$ cat config.mk
export PLATFORM = sky130hd
export DESIGN_NAME = image_package_receiver
export DESIGN_NICKNAME = d
export VERILOG_FILES = /design/src/hw/rtl/ipr_pkg.sv /design/src/hw/rtl/image_package_receiver.sv
export SDC_FILE = /design/constraint.sdc
export NUM_CORES = 1
export LEC_CHECK = 0
export ABC_AREA = 1
export BUFFER_PORTS_ARGS = -buffer_cell sky130_fd_sc_hd__buf_2
export CAP_MARGIN = 30
export CORE_ASPECT_RATIO = 1.2
export CORE_MARGIN = 10
export CORE_UTILIZATION = 58
export CTS_BUF_LIST = sky130_fd_sc_hd__clkbuf_4 sky130_fd_sc_hd__clkbuf_8
export DETAILED_ROUTE_END_ITERATION = 7
export HOLD_SLACK_MARGIN = 0.15
export PLACE_DENSITY = 0.72
export SYNTH_ARGS = -nofsm -noshare
export SYNTH_HDL_FRONTEND = slang
export SYNTH_SLANG_ARGS = --single-unit
$ cat constraint.sdc
create_clock -name clk -period 6.3 [get_ports clk]
set_input_delay 0 -clock clk [delete_from_list [all_inputs] [get_ports clk]]
set_output_delay 0 -clock clk [all_outputs]
set_load 0.05 [all_outputs]
$ cat src/hw/rtl/ipr_pkg.sv
// Package for the picture-transfer receiver: item codes, byte constants,
// result record type and command byte tables. No dependencies.
`timescale 1ns / 1ps

package ipr_pkg;

    // input item codes (tuser on the slave side)
    localparam logic [1:0] CMD_START = 2'd0;
    localparam logic [1:0] CMD_BYTE  = 2'd1;
    localparam logic [1:0] CMD_ABORT = 2'd2;

    // result kinds (tuser on the master side)
    localparam logic [1:0] KIND_TX     = 2'd0;
    localparam logic [1:0] KIND_IMAGE  = 2'd1;
    localparam logic [1:0] KIND_STATUS = 2'd2;

    // status codes
    localparam logic [1:0] ST_NONE    = 2'd0;
    localparam logic [1:0] ST_DONE    = 2'd1;
    localparam logic [1:0] ST_EMPTY   = 2'd2;
    localparam logic [1:0] ST_ABORTED = 2'd3;

    localparam logic [7:0] BYTE_SYNC    = 8'hAA;
    localparam logic [7:0] BYTE_ACK_ID  = 8'h0E;
    localparam logic [7:0] BYTE_GET_ID  = 8'h04;
    localparam logic [7:0] BYTE_PICTURE = 8'h02;
    localparam logic [7:0] BYTE_FINAL   = 8'hF0;

    localparam int          CMD_LEN          = 6;
    localparam int          MAX_RESULTS      = 7;
    localparam logic [8:0]  PKG_DATA_RESET   = 9'd506;
    localparam logic [9:0]  PKG_OVERHEAD     = 10'd6;
    localparam logic [9:0]  PKG_HEADER_BYTES = 10'd4;

    typedef enum logic [1:0] {
        PH_IDLE    = 2'd0,
        PH_MATCH   = 2'd1,
        PH_SIZE    = 2'd2,
        PH_PACKAGE = 2'd3
    } phase_t;

    typedef struct packed {
        logic [1:0] kind;
        logic [7:0] value;
        logic [1:0] status;
    } result_t;

    // get-picture command: AA 04 02 00 00 00
    function automatic logic [7:0] get_picture_byte(input logic [2:0] k);
        logic [7:0] b;
        b = 8'h00;
        unique case (k)
            3'd0: b = BYTE_SYNC;
            3'd1: b = BYTE_GET_ID;
            3'd2: b = BYTE_PICTURE;
            default: b = 8'h00;
        endcase
        return b;
    endfunction

    // expected reply AA 0E 04 00 00 00; zero matches any byte
    function automatic logic [7:0] reply_byte(input logic [2:0] k);
        logic [7:0] b;
        b = 8'h00;
        unique case (k)
            3'd0: b = BYTE_SYNC;
            3'd1: b = BYTE_ACK_ID;
            3'd2: b = BYTE_GET_ID;
            default: b = 8'h00;
        endcase
        return b;
    endfunction

    // package request / final acknowledge: AA 0E 00 00 lo hi
    function automatic logic [7:0] request_byte(input logic [2:0] k,
                                                input logic [7:0] lo,
                                                input logic [7:0] hi);
        logic [7:0] b;
        b = 8'h00;
        unique case (k)
            3'd0: b = BYTE_SYNC;
            3'd1: b = BYTE_ACK_ID;
            3'd4: b = lo;
            3'd5: b = hi;
            default: b = 8'h00;
        endcase
        return b;
    endfunction

endpackage

$ cat src/hw/rtl/image_package_receiver.sv
// Picture-transfer receiver: input register, single-pass decode logic and a result
// shift register draining one result per cycle while m_axis_tready is high. Uses ipr_pkg.
`timescale 1ns / 1ps

// Each item passes the input register, then the result shift register. One item
// per cycle while each item causes at most one result and m_axis_tready is high;
// an item that causes N results (command bursts, up to 7) holds the result shift
// register until all N drain, one result per cycle while m_axis_tready is high.
// One item waits in the input register meanwhile. Reset (rst_n, async, active
// low) returns to idle, clears all counters and sets package_data_bytes to 506.
module image_package_receiver
    import ipr_pkg::*;
(
    input  logic        clk,
    input  logic        rst_n,
    input  logic        s_axis_tvalid,
    output logic        s_axis_tready,
    input  logic [7:0]  s_axis_tdata,   // [7:0] rx_byte
    input  logic [1:0]  s_axis_tuser,   // [1:0] command
    output logic        m_axis_tvalid,
    input  logic        m_axis_tready,
    output logic [15:0] m_axis_tdata,   // [7:0] value, [9:8] status, [15:10] zero
    output logic [1:0]  m_axis_tuser,   // [1:0] kind
    output logic        m_axis_tlast,   // last
    input  logic        cfg_we,
    input  logic [8:0]  cfg_wdata       // package_data_bytes
);

    // input register
    logic       in_valid_reg;
    logic [1:0] in_cmd_reg;
    logic [7:0] in_byte_reg;

    // result shift register
    result_t    res_reg [MAX_RESULTS];
    logic [2:0] res_cnt_reg;

    // transfer state
    logic [8:0]  pkg_data_reg;
    phase_t      phase_reg,     phase_next;
    logic [2:0]  idx_reg,       idx_next;
    logic [23:0] size_reg,      size_next;
    logic [23:0] remain_reg,    remain_next;
    logic [15:0] pkg_num_reg,   pkg_num_next;
    logic [9:0]  pkg_idx_reg,   pkg_idx_next;
    logic [9:0]  pkg_len_reg,   pkg_len_next;

    result_t    res_next [MAX_RESULTS];
    logic [2:0] res_cnt_next;

    logic        advance;
    logic        do_start_pkg;
    logic [23:0] start_remain;
    logic [15:0] start_num;
    logic [8:0]  per_pkg;
    logic [9:0]  start_data;
    logic [10:0] pkg_idx_inc;
    logic [3:0]  match_inc;

    assign advance = in_valid_reg
                   && ((res_cnt_reg == 3'd0) || ((res_cnt_reg == 3'd1) && m_axis_tready));
    assign s_axis_tready = !in_valid_reg || advance;

    assign m_axis_tvalid = (res_cnt_reg != 3'd0);
    assign m_axis_tlast  = (res_cnt_reg == 3'd1);
    assign m_axis_tuser  = res_reg[0].kind;
    assign m_axis_tdata  = {6'd0, res_reg[0].status, res_reg[0].value};

    // package length for the package that starts now
    assign per_pkg    = (pkg_data_reg == 9'd0) ? 9'd1 : pkg_data_reg;
    assign start_data = (start_remain < {15'd0, per_pkg}) ? start_remain[9:0]
                                                          : {1'b0, per_pkg};
    assign pkg_idx_inc = {1'b0, pkg_idx_reg} + 11'd1;
    assign match_inc   = {1'b0, idx_reg} + 4'd1;

    always_comb
    begin
        phase_next   = phase_reg;
        idx_next     = idx_reg;
        size_next    = size_reg;
        remain_next  = remain_reg;
        pkg_num_next = pkg_num_reg;
        pkg_idx_next = pkg_idx_reg;
        pkg_len_next = pkg_len_reg;
        do_start_pkg = 1'b0;
        start_remain = remain_reg;
        start_num    = pkg_num_reg;
        res_cnt_next = 3'd0;
        for (int k = 0; k < MAX_RESULTS; k++)
        begin
            res_next[k] = '{kind: KIND_TX, value: 8'h00, status: ST_NONE};
        end

        unique case (in_cmd_reg)
            CMD_START:
            begin
                for (int k = 0; k < CMD_LEN; k++)
                begin
                    res_next[k].value = get_picture_byte(3'(k));
                end
                res_cnt_next = 3'(CMD_LEN);
                phase_next   = PH_MATCH;
                idx_next     = 3'd0;
                pkg_num_next = 16'd0;
                pkg_idx_next = 10'd0;
            end
            CMD_BYTE:
            begin
                unique case (phase_reg)
                    PH_MATCH:
                    begin
                        // skip a mismatching byte, keep the match position
                        if (reply_byte(idx_reg) == 8'h00 || reply_byte(idx_reg) == in_byte_reg)
                        begin
                            if (match_inc >= 4'(CMD_LEN))
                            begin
                                phase_next = PH_SIZE;
                                idx_next   = 3'd0;
                            end
                            else
                            begin
                                idx_next = match_inc[2:0];
                            end
                        end
                    end
                    PH_SIZE:
                    begin
                        unique case (idx_reg)
                            3'd3:    size_next = {size_reg[23:8], in_byte_reg};
                            3'd4:    size_next = {size_reg[23:16], in_byte_reg, size_reg[7:0]};
                            3'd5:    size_next = {in_byte_reg, size_reg[15:0]};
                            default: size_next = size_reg;
                        endcase
                        if (match_inc >= 4'(CMD_LEN))
                        begin
                            idx_next     = 3'd0;
                            remain_next  = size_next;
                            pkg_num_next = 16'd0;
                            if (size_next == 24'd0)
                            begin
                                res_next[0]  = '{kind: KIND_STATUS, value: 8'h00,
                                                 status: ST_EMPTY};
                                res_cnt_next = 3'd1;
                                phase_next   = PH_IDLE;
                            end
                            else
                            begin
                                do_start_pkg = 1'b1;
                                start_remain = size_next;
                                start_num    = 16'd0;
                            end
                        end
                        else
                        begin
                            idx_next = match_inc[2:0];
                        end
                    end
                    PH_PACKAGE:
                    begin
                        // drop header and trailer bytes
                        if (pkg_idx_reg >= PKG_HEADER_BYTES
                            && ({1'b0, pkg_idx_reg} + 11'd2) < {1'b0, pkg_len_reg}
                            && remain_reg != 24'd0)
                        begin
                            res_next[0]  = '{kind: KIND_IMAGE, value: in_byte_reg,
                                             status: ST_NONE};
                            res_cnt_next = 3'd1;
                            remain_next  = remain_reg - 24'd1;
                        end
                        pkg_idx_next = pkg_idx_inc[9:0];
                        if (pkg_idx_inc >= {1'b0, pkg_len_reg})
                        begin
                            pkg_num_next = pkg_num_reg + 16'd1;
                            if (remain_next == 24'd0)
                            begin
                                for (int k = 0; k < CMD_LEN; k++)
                                begin
                                    res_next[k].value =
                                        request_byte(3'(k), BYTE_FINAL, BYTE_FINAL);
                                end
                                res_next[CMD_LEN] = '{kind: KIND_STATUS, value: 8'h00,
                                                      status: ST_DONE};
                                res_cnt_next = 3'(MAX_RESULTS);
                                phase_next   = PH_IDLE;
                            end
                            else
                            begin
                                do_start_pkg = 1'b1;
                                start_remain = remain_next;
                                start_num    = pkg_num_next;
                            end
                        end
                    end
                    default: ;
                endcase
            end
            CMD_ABORT:
            begin
                if (phase_reg != PH_IDLE)
                begin
                    res_next[0]  = '{kind: KIND_STATUS, value: 8'h00, status: ST_ABORTED};
                    res_cnt_next = 3'd1;
                    phase_next   = PH_IDLE;
                    idx_next     = 3'd0;
                end
            end
            default: ;
        endcase

        if (do_start_pkg)
        begin
            pkg_len_next = start_data + PKG_OVERHEAD;
            pkg_idx_next = 10'd0;
            phase_next   = PH_PACKAGE;
            for (int k = 0; k < CMD_LEN; k++)
            begin
                res_next[k].value = request_byte(3'(k), start_num[7:0], start_num[15:8]);
            end
            res_cnt_next = 3'(CMD_LEN);
        end
    end

    always_ff @(posedge clk or negedge rst_n)
    begin
        if (!rst_n)
        begin
            in_valid_reg <= 1'b0;
            res_cnt_reg  <= 3'd0;
            pkg_data_reg <= PKG_DATA_RESET;
            phase_reg    <= PH_IDLE;
            idx_reg      <= 3'd0;
            size_reg     <= 24'd0;
            remain_reg   <= 24'd0;
            pkg_num_reg  <= 16'd0;
            pkg_idx_reg  <= 10'd0;
            pkg_len_reg  <= 10'd0;
        end
        else
        begin
            if (s_axis_tready)
            begin
                in_valid_reg <= s_axis_tvalid;
            end
            if (cfg_we)
            begin
                pkg_data_reg <= cfg_wdata;
            end
            if (advance)
            begin
                res_cnt_reg  <= res_cnt_next;
                phase_reg    <= phase_next;
                idx_reg      <= idx_next;
                size_reg     <= size_next;
                remain_reg   <= remain_next;
                pkg_num_reg  <= pkg_num_next;
                pkg_idx_reg  <= pkg_idx_next;
                pkg_len_reg  <= pkg_len_next;
            end
            else if (m_axis_tvalid && m_axis_tready)
            begin
                res_cnt_reg <= res_cnt_reg - 3'd1;
            end
        end
    end

    // payload registers
    always_ff @(posedge clk)
    begin
        if (s_axis_tready && s_axis_tvalid)
        begin
            in_cmd_reg  <= s_axis_tuser;
            in_byte_reg <= s_axis_tdata;
        end
        if (advance)
        begin
            res_reg <= res_next;
        end
        else if (m_axis_tvalid && m_axis_tready)
        begin
            // advance to the next result of the burst
            for (int k = 0; k < MAX_RESULTS - 1; k++)
            begin
                res_reg[k] <= res_reg[k + 1];
            end
        end
    end

endmodule
==> metrics.sh <==
RUN_STATUS='finished clean'
ROUTED-VIA-COUNT=11376
DETAILEDROUTE.FIRSTPASSITERATIONCOUNT=6
CLOCK_TREE.ROOT_CELL='clkbuf_8'
FP-ROW-COUNT=56
POWER.DENSITY_nW_PER_UM2=542.0
TIMING.CRITICAL_PATH.ARRIVAL_NS=6.33
FINALMAXSLEWVIOLATIONS=0
START_UTIL_PCT=59.44
SYNTH_TOP_AREA_SHARE_PCT=20.31
GRT.TOTAL_USAGE_PCT=26.15
MULTI_INPUT_COMB_AREA_UM2=6016
CRIT_PATH_MAX_INCR_DELAY_NS=0.41
DESIGN.DIE.AREA_UM2=26280
WORSTMARGINPINSLEW_NS=0.9376
GLOBALROUTE.TOTALOVERFLOW=0
CLK_PATH_BUF_DEPTH=2
TRITONCTS='done'
P_LEAK_uW=0.006075
CORE_REGION_AREA_UM2=19690
LAYOUTNONFILLERINSTCOUNT=1950
HTREE_LEVELS=4
ACHIEVABLE-FREQUENCY_GHz=0.1682
CRIT_PATH_MAX_FANOUT=21
GRT_START_MAX_NET_PINS=68
PLACE_INST=1872
LARGEST_REGISTER_FFS=46
WORST_SKEW_PAIR.LATE_LATENCY_NS=0.50
GLOBALPLACE.CONGESTION=0.9979
POST_ROUTE_CELLS_DRIVE_ABOVE_1_SHARE_PCT=9.888
IRDROPWORSTVDD_mV=0.7281
SLOWEST_STAGE='dfrtp_1'
POST_SYNTH.CELL_AREA_AVG_UM2=7.242
NETLIST_INSTANCES=1616
FIRST_PASS_GRT_WIRE_LENGTH_UM=55480
SYNTH-SEQ-CELLS=170
PORTS=45
TIMING.SETUP.TNS_NS=0
POST_SYNTH_NUM_CELL_TYPES=54
DRT-INITIAL-DRC-COUNT=1080
YOSYSMOSTFREQUENTCELL='nand2_1'
NETLIST_TOP_CELLS_AREA='dfrtp_1 20%, edfxtp_1 14%, nand2_1 12%'
ANTENNA_CELLS_INSERTED=0
BIGGEST_AREA_CONSUMER_AMONG_SYNTHESIZED_CELLS='dfrtp_1'
CP_DATA_REQUIRED_TIME_NS=6.69
DRT_DRC_VIOLATIONS_LEFT=0
COUNT_OF_FLIP_FLOPS_WITH_A_BUILT_IN_ENABLE_AFTER_SYNTHESIS=55
CTS.CLK_SLEW.WORST_PATHS_NS=0.11
TIMING.FINAL.CRIT_SHARE_PCT=94.37
ANTENNA_FOUND_INITIAL=0
FLOORPLAN.DIE.WIDTH_UM=149.7
IO_BUF_COUNT=38
PLACE.DETAILED.HPWL_UM=24810
LAYOUT.FILLER_CELLS=1762
SYNTH_FLOP_CELL='dfrtp_1'
GRT_PASS1_VIAS=10789
START_KIND='register'
MAXCAPVIOLCOUNT=0
CRITICAL_PATH.MOST_COMMON_CELL='nand2_1'
SLEW_HEADROOM_PCT=37.42
CTS.SINK_COUNT=170
YOSYSWARNINGS=0
FINAL-HOLD-VIOLATION-COUNT=0
SYN_TO_FINAL_GROWTH_PCT=11.15
DETAIL_ROUTE.WL_PER_CELL_UM=17.82
ANTENNA_VIOLATING_NETS_POST_ROUTE=0
SETUP_VIOLATIONS=0
CP-END-KIND='register'
HOLD_CLASS='in -> reg'
TIMING.SETUP.CRITICAL_PATH_CLASS='reg -> reg'
FFS_W_ASYNC_S_R_SYNTH_PCT=60.00
SYNTH_COMMONEST_CELLS='386 x nand2_1, 215 x inv_1, 152 x o21ai_0'
YOSYSSEQAREASHARE_PCT=38.22
FINALCRITICALPERIOD_NS=5.945
MAPPED_AREA_UM2=11700
AVGVIACOUNTPERCELL=5.834
OVERALL_ROUTED_NET_LENGTH_UM=34740
DIE_HEIGHT_UM=175.6
FINAL_NETS=1748
TRITONCTS.NUM_BUFFERS=17
SEQCELLAREA_UM2=4473
FINALCLOCKSKEW_NS=0.02010
-- layout by cell type (no fill, tap or decap), types with 6 or more instances in the layout --
cell type	n
o21ai_0	151
nor2_1	131
nand3_1	96
clkbuf_8	17
a21oi_1	65
ha_1	48
dlygate4sd3_1	42
dfrtp_1	95
o2111ai_1	7
nand2_1	386
xor2_1	31
o22ai_1	25
nor2_2	13
conb_1	6
buf_2	37
edfxtp_1	55
inv_1	214
inv_2	9
nand2_2	8
inv_8	6
o211ai_1	14
a21boi_0	6
dfxtp_1	13
dfstp_2	7
nand4_1	37
a22oi_1	10
o21a_1	14
nor3_1	12
o21ai_1	21
clkinv_1	7
buf_4	35
-- worst paths after layout --
| kind | endpoint | startpoint | slack [ns] | cells after the start |
|---|---|---|---|---|
| min in group asynchronous | res_cnt_reg[2] | rst_n | 0.56 | 4 |
| worst min-delay path | in_byte_reg[5] | s_axis_tdata[5] | 0.21 | 2 |
| worst min register to register | res_reg[40] | res_reg[28] | 0.49 | 2 |
| worst max-delay path | pkg_len_reg[7] | pkg_idx_reg[1] | 0.35 | 37 |
| max in group asynchronous | pkg_data_reg[6] | rst_n | 5.19 | 5 |
| worst max register to register | pkg_len_reg[7] | pkg_idx_reg[1] | 0.35 | 37 |
-- what timing repair did --
| item | in CTS | in global routing |
|---|---|---|
| hold endpoints to repair | 56 | 0 |
| setup endpoints to repair | 0 | 7 |
| buffers inserted | 0 | 2 |
| hold buffers | 43 | 0 |
| gates resized for setup | 0 | 10 |
-- where the power goes --
part           internal, uW  switching (uW)  leakage (uW)  total, uW
clock network           303             489      0.000199        792
logic                  1410            3140       0.00396       4550
registers              1460             247       0.00192       1710
total                  3180            3870       0.00607       7050
-- area by class of cell --
type                            instances  area share (%)
Multi-Input combinational cell       1139           46.25
Sequential cell                       170           34.39
Timing Repair Buffer                  118           7.214
Inverter                              230           6.637
Tap cell                              261           2.511
Clock buffer                           18           1.856
Clock inverter                         14           1.145
-- worst max-delay path: cells and delay by family (launching register included) --
kind	cells	cell delay, ns
AND/OR/NAND/NOR	24	2.83
AO/OA/AOI/OAI	5	1.01
adder cells (fa/ha/maj)	4	0.90
buffers and inverters	3	0.48
flip-flops	1	0.41
XOR/XNOR	1	0.17
-- per-stage QoR --
| step | cell area (um^2) | total power (uW) | utilization (%) | hold slack [ns] | worst slack [ns] |
|---|---|---|---|---|---|
| 2_1_floorplan | 11720 | 5041 | - | -0.2956 | 1.213 |
| 3_3_place_gp | 12080 | 6030 | 61.35 | 0.0009744 | 0.3827 |
| 3_5_place_dp | 12100 | 6068 | 61.45 | -0.0008581 | 0.2031 |
| 4_1_cts | 12930 | 6900 | 65.66 | 0.1979 | 0.1562 |
| 5_1_grt | 13010 | 7619 | 66.07 | 0.2074 | -0.05559 |
| 6_report | 13010 | 7050 | 66.07 | 0.2083 | 0.3545 |
-- layer usage --
layer	track usage, %	routed length [um]	vias up
met1	31.49	14050	5359
met4	11.92	1562	0
met2	44.88	17280	441
li1	-	-	5460
met5	0	0	-
met3	3.908	1845	116
-- cells by family after synthesis --
kind of cell / count (synthesis) / share of synthesized area (%)
adders and majority gates: 48 / 5.132
AOI/OAI and AO/OA: 350 / 17.36
buffers and inverters: 312 / 10.98
DFF: 170 / 38.22
xor gates and xnor gates: 31 / 2.320
muxes: 1 / 0.09622
other: 1 / 0.03204
and+or+nand+nor: 703 / 25.85
(Power assumes the default switching activity.)
